$ cat config.mk
export PLATFORM = sky130hd
export DESIGN_NAME = obbdf_cfg_regs
export DESIGN_NICKNAME = d
export VERILOG_FILES = /design/src/hdl/obbdf_pkg.sv /design/src/hdl/obbdf_cfg_regs.sv
export SDC_FILE = /design/constraint.sdc
export NUM_CORES = 1
export LEC_CHECK = 0
export BUFFER_PORTS_ARGS = -buffer_cell sky130_fd_sc_hd__buf_2
export CELL_PAD_IN_SITES_DETAIL_PLACEMENT = 1
export CELL_PAD_IN_SITES_GLOBAL_PLACEMENT = 1
export CORE_AREA = 2 2 114 116
export DETAILED_ROUTE_END_ITERATION = 12
export DIE_AREA = 0 0 116 118
export GPL_ROUTABILITY_DRIVEN = 0
export PLACE_DENSITY_LB_ADDON = 0.1
export SYNTH_ARGS = -nofsm -noshare
export SYNTH_HDL_FRONTEND = slang
export SYNTH_SLANG_ARGS = --single-unit
$ cat constraint.sdc
create_clock -name i_clk -period 1 [get_ports i_clk]
set_input_delay 0 -clock i_clk [delete_from_list [all_inputs] [get_ports i_clk]]
set_output_delay 0 -clock i_clk [all_outputs]
set_load 0.005 [all_outputs]
$ cat src/hdl/obbdf_pkg.sv
// ----------------------------------------------------------------------------
// obbdf_pkg
// Shared types, codes and saturation helpers for the oriented box decoder.
// ----------------------------------------------------------------------------
package obbdf_pkg;

    localparam int MAX_CLASSES = 256;

    typedef enum logic [2:0] {
        MODE_CX    = 3'd0,
        MODE_CY    = 3'd1,
        MODE_W     = 3'd2,
        MODE_H     = 3'd3,
        MODE_SCORE = 3'd4,
        MODE_ANGLE = 3'd5
    } t_mode;

    typedef enum logic [2:0] {
        REG_THRESHOLD = 3'd0,
        REG_X_SCALE   = 3'd1,
        REG_Y_SCALE   = 3'd2,
        REG_IMG_W     = 3'd3,
        REG_IMG_H     = 3'd4,
        REG_BOX_LIMIT = 3'd5
    } t_reg_idx;

    localparam logic [15:0] RST_THRESHOLD = 16'd16384;
    localparam logic [23:0] RST_SCALE     = 24'd65536;
    localparam logic [14:0] RST_IMG_SIZE  = 15'd640;
    localparam logic [15:0] RST_BOX_LIMIT = 16'd30000;

    typedef struct packed {
        logic [15:0] threshold;
        logic [23:0] x_scale;
        logic [23:0] y_scale;
        logic [14:0] img_w;
        logic [14:0] img_h;
        logic [15:0] box_limit;
    } t_cfg;

    // snapshot of one anchor that passed the filter
    typedef struct packed {
        logic signed [23:0] cx;
        logic signed [23:0] cy;
        logic signed [23:0] w;
        logic signed [23:0] h;
        logic signed [15:0] angle;
        logic [15:0]        score;
        logic [7:0]         label;
    } t_box;

    function automatic logic signed [23:0] sat_s24(input logic signed [35:0] v);
        logic signed [23:0] r;
        if (v > 36'sd8388607) begin
            r = 24'sh7FFFFF;
        end else if (v < -36'sd8388608) begin
            r = 24'sh800000;
        end else begin
            r = v[23:0];
        end
        return r;
    endfunction

    function automatic logic [22:0] sat_u23(input logic signed [35:0] v);
        logic [22:0] r;
        if (v < 36'sd0) begin
            r = '0;
        end else if (v > 36'sd8388607) begin
            r = 23'h7FFFFF;
        end else begin
            r = v[22:0];
        end
        return r;
    endfunction

endpackage

$ cat src/hdl/obbdf_cfg_regs.sv
// ----------------------------------------------------------------------------
// obbdf_cfg_regs
// Configuration register file; always ready, each write is registered.
// ----------------------------------------------------------------------------
module obbdf_cfg_regs import obbdf_pkg::*; (
    input  logic        i_clk,
    input  logic        i_rst_n,
    input  logic        i_cfg_valid,
    output logic        o_cfg_ready,
    input  logic [2:0]  i_cfg_index,
    input  logic [23:0] i_cfg_data,
    output t_cfg        o_cfg
);

    t_cfg r_cfg;

    assign o_cfg_ready = 1'b1;
    assign o_cfg       = r_cfg;

    always_ff @(posedge i_clk) begin
        if (!i_rst_n) begin
            r_cfg.threshold <= RST_THRESHOLD;
            r_cfg.x_scale   <= RST_SCALE;
            r_cfg.y_scale   <= RST_SCALE;
            r_cfg.img_w     <= RST_IMG_SIZE;
            r_cfg.img_h     <= RST_IMG_SIZE;
            r_cfg.box_limit <= RST_BOX_LIMIT;
        end else if (i_cfg_valid) begin
            unique case (t_reg_idx'(i_cfg_index))
                REG_THRESHOLD: r_cfg.threshold <= i_cfg_data[15:0];
                REG_X_SCALE:   r_cfg.x_scale   <= i_cfg_data;
                REG_Y_SCALE:   r_cfg.y_scale   <= i_cfg_data;
                REG_IMG_W:     r_cfg.img_w     <= i_cfg_data[14:0];
                REG_IMG_H:     r_cfg.img_h     <= i_cfg_data[14:0];
                REG_BOX_LIMIT: r_cfg.box_limit <= i_cfg_data[15:0];
                default: ;
            endcase
        end
    end

endmodule

# Word level (Yosys, flattened, before mapping)
# Index checks and enable logic that the tools add are counted.
[totals] ff_bits=110 inputBits=30 output_inout_bits=111 elab_cells=18
[classes] n_eq_ne=5 reduce_logical=7
[op_table] cell="$reduce_and A2 Y1" n=6
[op_table] cell="$eq A3 B2 Y1 const B" n=2
[op_table] cell="$eq A3 B3 Y1 const B" n=2
[op_table] cell="$eq A3 B1 Y1 const B" n=1
[op_table] cell="$logic_not A3 Y1" n=1

# Depth between registers and ports, before layout
[logic_depth] ltp_word=2 mapped_depth=5 mapped_depth_nobuf=2

# Worst setup path after synthesis
# Ideal clock, no wire load.
[synth_timing] path_kind="input to register" startpoint="in i_cfg_index[1]" endpoint="reg r_cfg, in the netlist o_cfg[105]" setup_ps=123 t_arrival_ps=933 t_required_ps=877 setup_slack_ps=-55 stages=4 path_buffers=2 path_cell_list="or4b_1 > buf_6 > buf_6 > mux2i_1"
[synth_via] elab_chain_len=2
[synth_rtl] element="start: declaration" line="obbdf_cfg_regs.sv:10" text="input logic [2:0] i_cfg_index,"
[synth_rtl] element="$logic_not A3 Y1" line="obbdf_cfg_regs.sv:29" text="unique case (t_reg_idx'(i_cfg_index))"
[synth_rtl] element="$reduce_and A2 Y1 (no source line)"
[synth_rtl] element="end: declaration" line="obbdf_cfg_regs.sv:15" text="t_cfg r_cfg;"
# Every way passes these cells.
# A chain may end at the register's enable or synchronous reset.

# Final worst setup path
[layout_timing] startpoint="reg r_cfg, in the netlist o_cfg[95]" endpoint="out o_cfg[95] (netlist bit)"
[layout_lines] element="end: declaration" line="obbdf_cfg_regs.sv:12" text="output t_cfg o_cfg"
# No word-level cell between the ends.

==> impl_metrics.toml <==
[final_layout]
fill_cells = 1464
largest_register_ffs = 110
finalNetCount = 587
layout.cells.most_common = "buf_2"
final_area_um2 = 5607
utilization = 0.4516
final_cell_mix = "buf_2 (138), nand2_1 (119), mux2i_1 (110), dfxtp_1 (110), nor2b_1 (24)"
drive_gt1_frac = 0.3084
area_growth_pct = 35.62
antenna_cells = 0

[yosys]
synth.avg_cell_area_um2 = 10.28
yosysWarningCount = 0
synth.distinct_cells = 14
synth_fp_nets = 432
synth_top_area_share = 0.5327
netlist_area_um2 = 4134
synth.yosys.seq_area_share = 0.5327
syn_inst = 402
synth_area_leader_cell = "dfxtp_1"
yosys_register_bits = 110
synth_area_leaders = "dfxtp_1 (53%), mux2i_1 (27%), nand2_1 (11%)"

[clocking]
clk_pin_slew_ns = 0.07
cts_tree = "yes"
cts_buffer_depth = 2
post_cts_buffers = 0
clock_latency_ns = 0.34
cts.repair.resized = 0
cts_num_sinks = 110
holdBufCountCts = 18
cts_buffers = 9
htree_levels = 3
root_buffer = "clkbuf_16"

[worst_setup_path]
rr_worst_depth = 2
crit_type = "reg2out"
path_buf_inv = 1
required_ns = 1.00
cp-start-kind = "register"
endpoint_kind = "output pin"
cp_cell_sequence = "buf_2"
slowest_delay_ns = 0.38
crit_family = "flip-flops"
path_depth = 1
cp_max_fo = 2
crit_slowest_cell = "dfxtp_1"
cp.arrival_ns = 0.86

[grt]
grt_usage = 0.1762
grt_pass1_vias = 3364
gr-total-overflow = 0
grt_start_max_net_pins = 49
grt_pass1_wl_um = 18410
grt_antenna_before_repair = 0

[drt]
drt-initial-drc-count = 76
via_count = 3283
first_pass_iters = 4
routedWlPerCell_um = 16.04
antenna_left = 0
avgViaCountPerCell = 4.479
drcViolationCount = 0
wl_um = 11760

[pwr]
powerDensity_nw_per_um2 = 1568
ir_drop_v = 0.0007741
leakagePower_nw = 2.899

[floorplanning]
dieHeight_um = 118
coreArea_um2 = 12410
dieArea_um2 = 13690
io-pin-count = 141
rows = 41
fp.dieW_um = 116
start_util = 0.3330

[timing]
timing.final.ws_setup_ns = 0.1398
hold_ws_ns = 0.04722
fmax_ghz = 1.162
setup_viol_count_final = 0
hold_viol = 0
rsz0062_at_grt = "no"
drv_slew = 0
min_period_over_period = 0.8602
finClkSkew_ns = 0
min_period_ns = 0.8602

[hold_path]
holdPathStages = 3
hp-class = "in2reg"

[placed_design]
hpwl_um = 8356
dp_slack_ns = -0.2076
port_buffers = 139
place_area_um2 = 5136

[job]
maxCapViolCount = 0

[run_status]
outcome = "completed"
[logic make-up after synthesis]
logic type | count (synthesis) | synth area share
other | 1 | 0.0009071
DFF | 110 | 0.5327
buffers and inverters | 30 | 0.03632
muxes | 110 | 0.2663
and+or+nand+nor | 151 | 0.1637
[synthesized netlist by cell type]
master	number
buf_6	2
nor4bb_1	1
clkbuf_1	16
dfxtp_1	110
nor2b_1	24
buf_2	9
and4b_1	2
nand4bb_1	2
or4b_1	1
mux2i_1	110
buf_4	3
nand2_1	119
conb_1	1
nand4b_1	2
[stage by stage]
step	power, W	TNS, ns	cells
3_5_place_dp	0.005294	-4.942	700
4_1_cts	0.008919	0	733
5_1_grt	0.009145	0	733
2_1_floorplan	0.004958	-0.3557	402
3_3_place_gp	0.005274	-3.581	700
6_report	0.008789	0	733
[cell type report]
cell class                      count  area, um^2  area share
Multi-Input combinational cell    262        1805      0.3220
Clock inverter                      4       47.55    0.008480
Sequential cell                   110        2202      0.3928
Timing Repair Buffer              174        1094      0.1950
Clock buffer                       11       242.7     0.04329
Tap cell                          172       215.2     0.03838
[per-layer routing]
| layer | track usage | routed length (um) |
|---|---|---|
| met4 | 0.05134 | 149 |
| met5 | 0 | 0 |
| met3 | 0.05613 | 723 |
| met2 | 0.2935 | 5780 |
| met1 | 0.2164 | 5102 |
[worst paths after layout]
check	startpoint	endpoint	slack (ns)
setup / recovery	o_cfg[95]	o_cfg[95]	0.14
hold reg to reg	o_cfg[9]	o_cfg[9]	0.46
setup reg to reg	o_cfg[95]	o_cfg[95]	0.34
hold / removal	i_cfg_data[6]	o_cfg[22]	0.05
[power breakdown]
group	switching, W	internal (W)
Sequential	0.0000493	0.00448
Clock	0.00156	0.00199
Combinational	0.000372	0.000340
Note: power is estimated with default switching activity, not from simulation.
