--- config.mk ---
export PLATFORM = sky130hd
export DESIGN_NAME = obbdf_accum
export DESIGN_NICKNAME = d
export VERILOG_FILES = /design/src/hdl/obbdf_pkg.sv /design/src/hdl/obbdf_accum.sv
export SDC_FILE = /design/constraint.sdc
export NUM_CORES = 1
export LEC_CHECK = 0
export BUFFER_PORTS_ARGS = -buffer_cell sky130_fd_sc_hd__buf_2
export CAP_MARGIN = 20
export CELL_PAD_IN_SITES_DETAIL_PLACEMENT = 1
export CELL_PAD_IN_SITES_GLOBAL_PLACEMENT = 1
export CORE_ASPECT_RATIO = 1.5
export CORE_UTILIZATION = 41
export CTS_CLUSTER_SIZE = 8
export DETAILED_ROUTE_END_ITERATION = 6
export GPL_TIMING_DRIVEN = 0
export PLACE_DENSITY_LB_ADDON = 0.1
export SLEW_MARGIN = 30
export SYNTH_ARGS = -nofsm -noshare
export SYNTH_HDL_FRONTEND = slang
export SYNTH_SLANG_ARGS = --single-unit
--- constraint.sdc ---
create_clock -name i_clk -period 4.96 [get_ports i_clk]
set_input_delay 0.248 -clock i_clk [delete_from_list [all_inputs] [get_ports i_clk]]
set_output_delay 0.248 -clock i_clk [all_outputs]
set_load 0.02 [all_outputs]
--- src/hdl/obbdf_pkg.sv ---
// ----------------------------------------------------------------------------
// obbdf_pkg
// Shared types, codes and saturation helpers for the oriented box decoder.
// ----------------------------------------------------------------------------
package obbdf_pkg;

    localparam int MAX_CLASSES = 256;

    typedef enum logic [2:0] {
        MODE_CX    = 3'd0,
        MODE_CY    = 3'd1,
        MODE_W     = 3'd2,
        MODE_H     = 3'd3,
        MODE_SCORE = 3'd4,
        MODE_ANGLE = 3'd5
    } t_mode;

    typedef enum logic [2:0] {
        REG_THRESHOLD = 3'd0,
        REG_X_SCALE   = 3'd1,
        REG_Y_SCALE   = 3'd2,
        REG_IMG_W     = 3'd3,
        REG_IMG_H     = 3'd4,
        REG_BOX_LIMIT = 3'd5
    } t_reg_idx;

    localparam logic [15:0] RST_THRESHOLD = 16'd16384;
    localparam logic [23:0] RST_SCALE     = 24'd65536;
    localparam logic [14:0] RST_IMG_SIZE  = 15'd640;
    localparam logic [15:0] RST_BOX_LIMIT = 16'd30000;

    typedef struct packed {
        logic [15:0] threshold;
        logic [23:0] x_scale;
        logic [23:0] y_scale;
        logic [14:0] img_w;
        logic [14:0] img_h;
        logic [15:0] box_limit;
    } t_cfg;

    // snapshot of one anchor that passed the filter
    typedef struct packed {
        logic signed [23:0] cx;
        logic signed [23:0] cy;
        logic signed [23:0] w;
        logic signed [23:0] h;
        logic signed [15:0] angle;
        logic [15:0]        score;
        logic [7:0]         label;
    } t_box;

    function automatic logic signed [23:0] sat_s24(input logic signed [35:0] v);
        logic signed [23:0] r;
        if (v > 36'sd8388607) begin
            r = 24'sh7FFFFF;
        end else if (v < -36'sd8388608) begin
            r = 24'sh800000;
        end else begin
            r = v[23:0];
        end
        return r;
    endfunction

    function automatic logic [22:0] sat_u23(input logic signed [35:0] v);
        logic [22:0] r;
        if (v < 36'sd0) begin
            r = '0;
        end else if (v > 36'sd8388607) begin
            r = 23'h7FFFFF;
        end else begin
            r = v[22:0];
        end
        return r;
    endfunction

endpackage

--- src/hdl/obbdf_accum.sv ---
// ----------------------------------------------------------------------------
// obbdf_accum
// Holds box channels, tracks best class score, decides emission and limit,
// and registers a snapshot of each emitted anchor.
// ----------------------------------------------------------------------------
module obbdf_accum import obbdf_pkg::*; (
    input  logic        i_clk,
    input  logic        i_rst_n,
    input  t_cfg        i_cfg,
    input  logic        i_in_valid,
    output logic        o_in_stall,
    input  logic [2:0]  i_mode,
    input  logic [23:0] i_channel_value,
    input  logic        i_frame_start,
    output logic        o_box_valid,
    input  logic        i_box_ready,
    output t_box        o_box
);

    logic signed [23:0] r_cx, r_cy, r_w, r_h;
    logic signed [23:0] n_cx, n_cy, n_w, n_h;
    logic [15:0] r_best, n_best;
    logic [7:0]  r_label, n_label;
    logic [7:0]  r_idx, n_idx;
    logic        r_saw, n_saw;
    logic [16:0] r_count, n_count;
    logic        r_limit, n_limit;
    logic        r_bv, n_bv;
    t_box        r_box, n_box;

    logic        ready, accept, emit;
    logic [15:0] score_sat;
    logic signed [15:0] angle_sat;
    logic signed [23:0] v;

    assign v          = $signed(i_channel_value);
    assign ready      = !r_bv || i_box_ready;
    assign accept     = i_in_valid && ready;
    assign o_in_stall = !ready;
    assign o_box_valid = r_bv;
    assign o_box       = r_box;

    always_comb begin
        if (v[23]) begin
            score_sat = '0;
        end else if (|v[22:16]) begin
            score_sat = 16'hFFFF;
        end else begin
            score_sat = v[15:0];
        end
        if (!v[23] && (|v[22:15])) begin
            angle_sat = 16'sh7FFF;
        end else if (v[23] && !(&v[22:15])) begin
            angle_sat = 16'sh8000;
        end else begin
            angle_sat = v[15:0];
        end
    end

    always_comb begin
        n_cx    = r_cx;
        n_cy    = r_cy;
        n_w     = r_w;
        n_h     = r_h;
        n_best  = r_best;
        n_label = r_label;
        n_idx   = r_idx;
        n_saw   = r_saw;
        n_count = r_count;
        n_limit = r_limit;
        n_box   = r_box;
        emit    = 1'b0;
        n_bv    = i_box_ready ? 1'b0 : r_bv;
        if (accept) begin
            if (i_frame_start) begin
                n_count = '0;
                n_limit = 1'b0;
                n_best  = '0;
                n_label = '0;
                n_idx   = '0;
                n_saw   = 1'b0;
            end
            unique case (t_mode'(i_mode))
                MODE_CX: n_cx = v;
                MODE_CY: n_cy = v;
                MODE_W:  n_w  = v;
                MODE_H:  n_h  = v;
                MODE_SCORE: begin
                    if (!n_saw) begin
                        n_saw   = 1'b1;
                        n_idx   = '0;
                        n_best  = score_sat;
                        n_label = '0;
                    end else if (n_idx < 8'(MAX_CLASSES - 1)) begin
                        n_idx = n_idx + 8'd1;
                        if (score_sat > n_best) begin
                            n_best  = score_sat;
                            n_label = n_idx;
                        end
                    end
                end
                MODE_ANGLE: begin
                    emit = n_saw && (n_best >= i_cfg.threshold) && !n_limit;
                    n_box.cx    = r_cx;
                    n_box.cy    = r_cy;
                    n_box.w     = r_w;
                    n_box.h     = r_h;
                    n_box.angle = angle_sat;
                    n_box.score = n_best;
                    n_box.label = n_label;
                    if (emit) begin
                        n_count = n_count + 17'd1;
                        if (n_count > {1'b0, i_cfg.box_limit}) begin
                            n_limit = 1'b1;
                        end
                        n_bv = 1'b1;
                    end
                    n_best  = '0;
                    n_label = '0;
                    n_idx   = '0;
                    n_saw   = 1'b0;
                end
                default: ;
            endcase
        end
    end

    always_ff @(posedge i_clk) begin
        if (!i_rst_n) begin
            r_cx    <= '0;
            r_cy    <= '0;
            r_w     <= '0;
            r_h     <= '0;
            r_best  <= '0;
            r_label <= '0;
            r_idx   <= '0;
            r_saw   <= 1'b0;
            r_count <= '0;
            r_limit <= 1'b0;
            r_bv    <= 1'b0;
        end else begin
            r_cx    <= n_cx;
            r_cy    <= n_cy;
            r_w     <= n_w;
            r_h     <= n_h;
            r_best  <= n_best;
            r_label <= n_label;
            r_idx   <= n_idx;
            r_saw   <= n_saw;
            r_count <= n_count;
            r_limit <= n_limit;
            r_bv    <= n_bv;
        end
    end

    always_ff @(posedge i_clk) begin
        if (emit) begin
            r_box <= n_box;
        end
    end

endmodule

Word-level counts from Yosys, hierarchy flattened
Index checks and enable logic that the tools add are counted.
{"block": "op_classes", "eq_ne": 5, "reduce_logical": 20, "n_div": 0, "n_addsub": 2, "n_shift": 0, "muxes": 37, "n_mul": 0, "n_bitwise": 0, "order_cmp": 4}
{"operator": "$mux 16", "count": 8}
{"operator": "$mux 17", "count": 4}
{"operator": "$mux 8", "count": 8}
{"operator": "$pmux 16 s2", "count": 1}
{"operator": "$pmux 8 s2", "count": 2}
{"operator": "$add 17x1->17 const B", "count": 1}
{"operator": "$gt 17x16->1", "count": 1}
{"operator": "$ge 16x16->1", "count": 1}
{"operator": "$gt 16x16->1", "count": 1}
{"operator": "$mux 1", "count": 13}
{"operator": "$add 8x1->8 const B", "count": 1}
{"operator": "$lt 8x8->1 const B", "count": 1}
{"operator": "$reduce_and 2->1", "count": 4}
{"operator": "$reduce_and 8->1", "count": 1}
{"operator": "$reduce_or 8->1", "count": 1}
{"operator": "$reduce_or 7->1", "count": 1}
{"operator": "$eq 3x2->1 const B", "count": 2}
{"operator": "$eq 3x3->1 const B", "count": 2}
{"operator": "$logic_and 1x1->1", "count": 5}
{"operator": "$logic_not 1->1", "count": 5}
{"operator": "$eq 3x1->1 const B", "count": 1}
{"operator": "$logic_not 3->1", "count": 1}
{"operator": "$reduce_and 3->1", "count": 1}
{"operator": "$pmux 1 s2", "count": 1}
{"operator": "$logic_or 1x1->1", "count": 1}
{"block": "totals", "ff_bits": 284, "elab_cells": 86, "mem_bits_rw": 0, "romBits": 0, "n_memories": 0, "out_inout_bits": 138, "inputBits": 142, "latch_bits": 0}

Logic depth before layout (Yosys ltp)
{"block": "logic_depth", "ltp_word": 10, "depth_mapped": 19, "mapped_depth_nobuf": 15}

Worst setup path before layout
OpenSTA, ideal clock, no wires.
{"block": "synth_timing", "kind": "input to register", "from": "input i_frame_start", "to": "register r_box, in the netlist o_box[0] (enable)", "n_path_buf": 3, "t_arrival_ps": 3577, "slack_ps": 951, "required_time_ps": 4528, "path_stages": 11, "setup_ps": 432, "cell_sequence": "buf_4 > inv_2 > buf_1 > nand2_1 > inv_1 > ha_1 > o2111ai_1 > a2111oi_4 > nand3_1 > buf_2 > inv_2"}
{"block": "synth_between", "elab_chain_cells": 8, "elab_cells_between_ends": 13, "cone_classes": "order compare (1); mux (8); reduce/logical (4)"}
{"item": "start, declared", "line_no": "obbdf_accum.sv:14", "source": "input logic i_frame_start,"}
{"item": "$mux 16", "line_no": "obbdf_accum.sv:75", "source": "if (i_frame_start) begin"}
{"item": "$mux 16", "line_no": "obbdf_accum.sv:74", "source": "if (accept) begin"}
{"item": "$ge 16x16->1", "line_no": "obbdf_accum.sv:103", "source": "emit = n_saw && (n_best >= i_cfg.threshold) && !n_limit;"}
{"item": "$logic_and 1x1->1", "line_no": "obbdf_accum.sv:103"}
{"item": "$logic_and 1x1->1 *", "line_no": "obbdf_accum.sv:103"}
{"item": "$mux 1 *", "line_no": "obbdf_accum.sv:83", "source": "unique case (t_mode'(i_mode))"}
{"item": "$mux 1 *", "line_no": "obbdf_accum.sv:74"}
{"item": "$reduce_and 3->1 (no line) *"}
{"item": "end signal, assigned", "line_no": "obbdf_accum.sv:158", "source": "r_box <= n_box;"}
{"item": "end, declared", "line_no": "obbdf_accum.sv:29", "source": "t_box r_box, n_box;"}
Mark *: on every way between the ends. The rest lies on a longest branch, timed or not. The select of a mux whose other input is x is not followed.
A chain may end at the register's enable or synchronous reset.

Final worst setup path
{"block": "layout_timing", "from": "input i_channel_value[17]", "to": "register r_best[9]"}
{"block": "layout_between", "elab_chain_cells": 8}
{"item": "start, declared", "line_no": "obbdf_accum.sv:13", "source": "input logic [23:0] i_channel_value,"}
{"item": "$reduce_or 7->1 *", "line_no": "obbdf_accum.sv:46", "source": "end else if (|v[22:16]) begin"}
{"item": "$mux 16 *", "line_no": "obbdf_accum.sv:46"}
{"item": "$mux 16 *", "line_no": "obbdf_accum.sv:44", "source": "if (v[23]) begin"}
{"item": "$gt 16x16->1", "line_no": "obbdf_accum.sv:96", "source": "if (score_sat > n_best) begin"}
{"item": "$mux 16", "line_no": "obbdf_accum.sv:96"}
{"item": "$mux 16", "line_no": "obbdf_accum.sv:94", "source": "end else if (n_idx < 8'(MAX_CLASSES - 1)) begin"}
{"item": "$mux 16 *", "line_no": "obbdf_accum.sv:89", "source": "if (!n_saw) begin"}
{"item": "$pmux 16 s2 *", "line_no": "obbdf_accum.sv:83"}
{"item": "end signal, assigned", "line_no": "obbdf_accum.sv:146", "source": "r_best <= n_best;"}
{"item": "end, declared", "line_no": "obbdf_accum.sv:22", "source": "logic [15:0] r_best, n_best;"}
Mark *: on every way between the ends. The rest lies on a longest branch, timed or not.

==> run metrics <==
outcome=finished clean; # fillers=3207; Max IR drop VDD=160.6 uV; core area=0.02796 mm^2; max-slew violations=0; final worst-path cycle share=0.7512; Bufs and invs on worst path=3; htree depth=2; min-delay src=i_channel_value[16]; final hold vios=0; number of port buffers=199; crit-path cells=buf_2, nor3_1, nand2_1, nor2_1, nor2_2, clkbuf_1, ha_1, nand4_1, nor2_1, a2111o_1, a211o_2, nand2_4, a31oi_4, buf_6, a22o_1; Async SR Flop Fraction=0; Initial DRC Count=360; Layout Skew=0.02034 ns; Crit Path Max Fanout=10; max_cap viols=0; Reg-to-Reg End=r_limit; Ports=280; DR WL/cell=19.13 um; clk sinks=284; vias in the first global route=9818; first-pass GRT wire length=53220 um; clock period minus worst slack=3.726 ns; CTS tree=yes; synthesized area=0.01169 mm^2; Cell Area, Placed=0.01316 mm^2; Yosys warnings=0; nets@finish=1576; average vias per placed instance=5.225; Worst path top cell family by delay=simple AND/OR/NAND/NOR gates; Synth Instances=1140; RD Place Congestion=0.8560; CTS Buffer Depth=3; CP max stage cell=clkbuf_1; hold_ws=0.05016 ns; CP Class=input pin to register; number of synthesized flops with an enable pin=136; DR vias=9186; TritonCTS Buffers=41; Worst Hold Path Cells=3; Post-CTS Repair Setup Buffers=0; Syn Nets=1332; Final setup viols=0; ANT nets after route=0; Worst Hold Class=input pin to register; DR DRC count=0; GRT Util Overall=0.2368; Initial Util=0.4181; Slew @ Worst Pin=0.7363 ns; post-cts resize count=0; Clock Pin Slew Worst Setup and Hold Paths=0.05 ns; ys flop type=dfxtp_1; distinct cell type count after synthesis=61; sequential cell area fraction in the yosys report=0.6027; Clk Latency, worst-skew pair=0.52 ns; share of layout cells above drive strength 1=0.1877; initial antenna violation count=0; Area growth syn-to-layout=22.70%; f_max=268.4 MHz; most used cell, CP=nor2_1; reg2reg start=r_count[0]; drt first pass iters=5; Row Count=75; Die ar.=0.02921 mm^2; Detail Placement HPWL=24660 um; PD cells=366.4 mW/mm^2; Crit. End Element=register; Critical Path AT=4.13 ns; number of diodes=0; GRT overflow=0; CTS hold repair buffers=1; Worst EP required=5.37 ns; Synth Register Bits=284; pin count of the biggest net entering global routing=89; RSZ-0062 raised after global routing=no; Pleak=5.375 nW; flop-to-flop setup slack=1.58 ns; Die Width=139.9 um; Design Power=5.256 mW; die height=208.8 um; WL final=33630 um; Slew HR=0.5058; Post-Layout Inst Area=0.01435 mm^2; Root Buffer=clkbuf_16; Worst Reg-to-Reg Cells=16; Worst Setup Start Kind=input pin; Slowest Stage Delay on Critical Path=0.61 ns; Hold Crit Endpoint=r_cx[16]; Mean Syn Cell Area=10.26 um^2
==> worst register-to-register path, stage by stage (launching register included) <==
cell and delay, ns:
dfxtp_1 0.40, nor2b_1 0.26, ha_1 0.21, and4b_1 0.18
buf_2 0.17, and3_1 0.27, nand3_1 0.18, inv_1 0.10
nand3_1 0.14, xnor2_1 0.21, ha_1 0.28, a21oi_1 0.16
nor2b_1 0.06, o21ai_0 0.14, o2111ai_1 0.14, a221oi_1 0.27
nor3_1 0.08
==> Yosys cell counts (3+ instances only) <==
library cell  instances  area [um^2]
nor2b_1              17        106.4
a21o_1               10        75.07
dfxtp_1             148         2963
and2_1                4        25.02
xnor2_1              15        131.4
and3_1                6        37.54
a22o_1               16        140.1
nand4_1              15        93.84
a211oi_1              4        30.03
edfxtp_1            136         4084
a31oi_1               6        37.54
or3_1                11        68.82
nor3_1               10        50.05
inv_1                60        225.2
buf_6                 3        33.78
nor4_1                5        31.28
o21a_1               17        127.6
nand3b_1              4        30.03
nor2_1               62        232.7
o211ai_1              8        60.06
inv_2                 3        11.26
nand2_1             245        919.6
a22oi_1               4        30.03
ha_1                 50        625.6
nand2b_1              5        31.28
clkbuf_1             49        183.9
o21ai_0              23        115.1
a21oi_1             143        715.7
nand3_1              20        100.1
==> where the power goes <==
part | leakage (nW) | switching [mW] | internal [mW]
registers | 2.32 | 0.0103 | 2.47
clock network | 0.552 | 0.972 | 1.57
logic | 2.50 | 0.165 | 0.0760
==> through the flow <==
stage / util / setup TNS, ns / std cells / setup slack (ns)
final: 0.5130 / 0 / 1758 / 1.234
after global routing: 0.5130 / 0 / 1758 / 0.9935
after CTS: 0.5126 / 0 / 1758 / 1.221
after detailed placement: 0.4707 / 0 / 1686 / 0.7035
after global placement: 0.4692 / -94.07 / 1685 / -0.6709
after floorplan: - / 0 / 1140 / 0.9510
==> how the worst max path moves through the flow <==
stage | slack [ns] | startpoint | cells after the start | to
6_report | 1.23 | i_channel_value[17] | 15 | r_best[9]
5_1_grt | 0.99 | i_frame_start | 19 | r_limit
4_1_cts | 1.22 | i_channel_value[17] | 15 | r_best[7]
3_5_place_dp | 0.70 | i_channel_value[17] | 15 | r_best[10]
3_3_place_gp | -0.67 | i_frame_start | 11 | o_box[99]
2_1_floorplan | 0.95 | i_frame_start | 11 | o_box[0]
==> final cells by class <==
type / instances / area, um^2 / area share
plain buffers: 56 / 239.0 / 0.01666
clock buffers: 71 / 1160 / 0.08085
multi-input cells: 737 / 4189 / 0.2920
repair buffers: 201 / 1033 / 0.07205
flip-flops and latches: 284 / 7047 / 0.4912
well taps: 346 / 432.9 / 0.03018
inverters: 63 / 244.0 / 0.01701
==> state kept, by name, summed over array words and instances, names as in the netlist <==
signal / cells
r_limit: 1
r_cx: 24
r_h: 24
r_idx: 8
r_w: 24
r_count: 17
o_box: 136
r_saw: 1
o_box_valid: 1
r_best: 16
r_label: 8
r_cy: 24
==> cells in the final DEF (no fill, tap or decap), types with 3 or more instances in the layout <==
cell	synthesis	final
nand3b_1	4	4
o211ai_1	8	8
o21ai_0	23	23
o21a_1	17	17
a22oi_1	4	4
ha_1	50	50
buf_6	3	3
a31oi_1	6	6
clkbuf_1	49	78
buf_2	2	201
nor2_1	62	61
and3_1	6	6
nand2_1	245	245
a21oi_1	143	143
a211oi_1	4	4
or3_1	11	11
a21o_1	10	10
inv_1	60	60
nand3_1	20	20
xnor2_1	15	15
dfxtp_1	148	148
nor4_1	5	4
a22o_1	16	16
clkbuf_16	0	42
nand2b_1	5	5
and2_1	4	4
nor2b_1	17	17
nor3_1	10	9
edfxtp_1	136	136
nand4_1	15	15
==> logic make-up (layout without fill, tap and decap cells) <==
logic type	after synthesis	count (layout)	synth area share
adders and majority gates	50	50	0.05351
muxes	1	1	0.0008562
and+or+nand+nor	415	415	0.1559
xor gates and xnor gates	16	16	0.01199
AOI/OAI and AO/OA	255	255	0.1343
buffers and inverters	119	391	0.04067
DFF	284	284	0.6027
==> layer usage <==
metal,track usage,up-vias,routed length (um)
met5,0,-,0
met4,0.07844,0,868
met3,0.03208,59,1145
met2,0.4550,207,18180
met1,0.2644,4468,13430
li1,-,4452,-
Note: power is estimated with default switching activity, not from simulation.
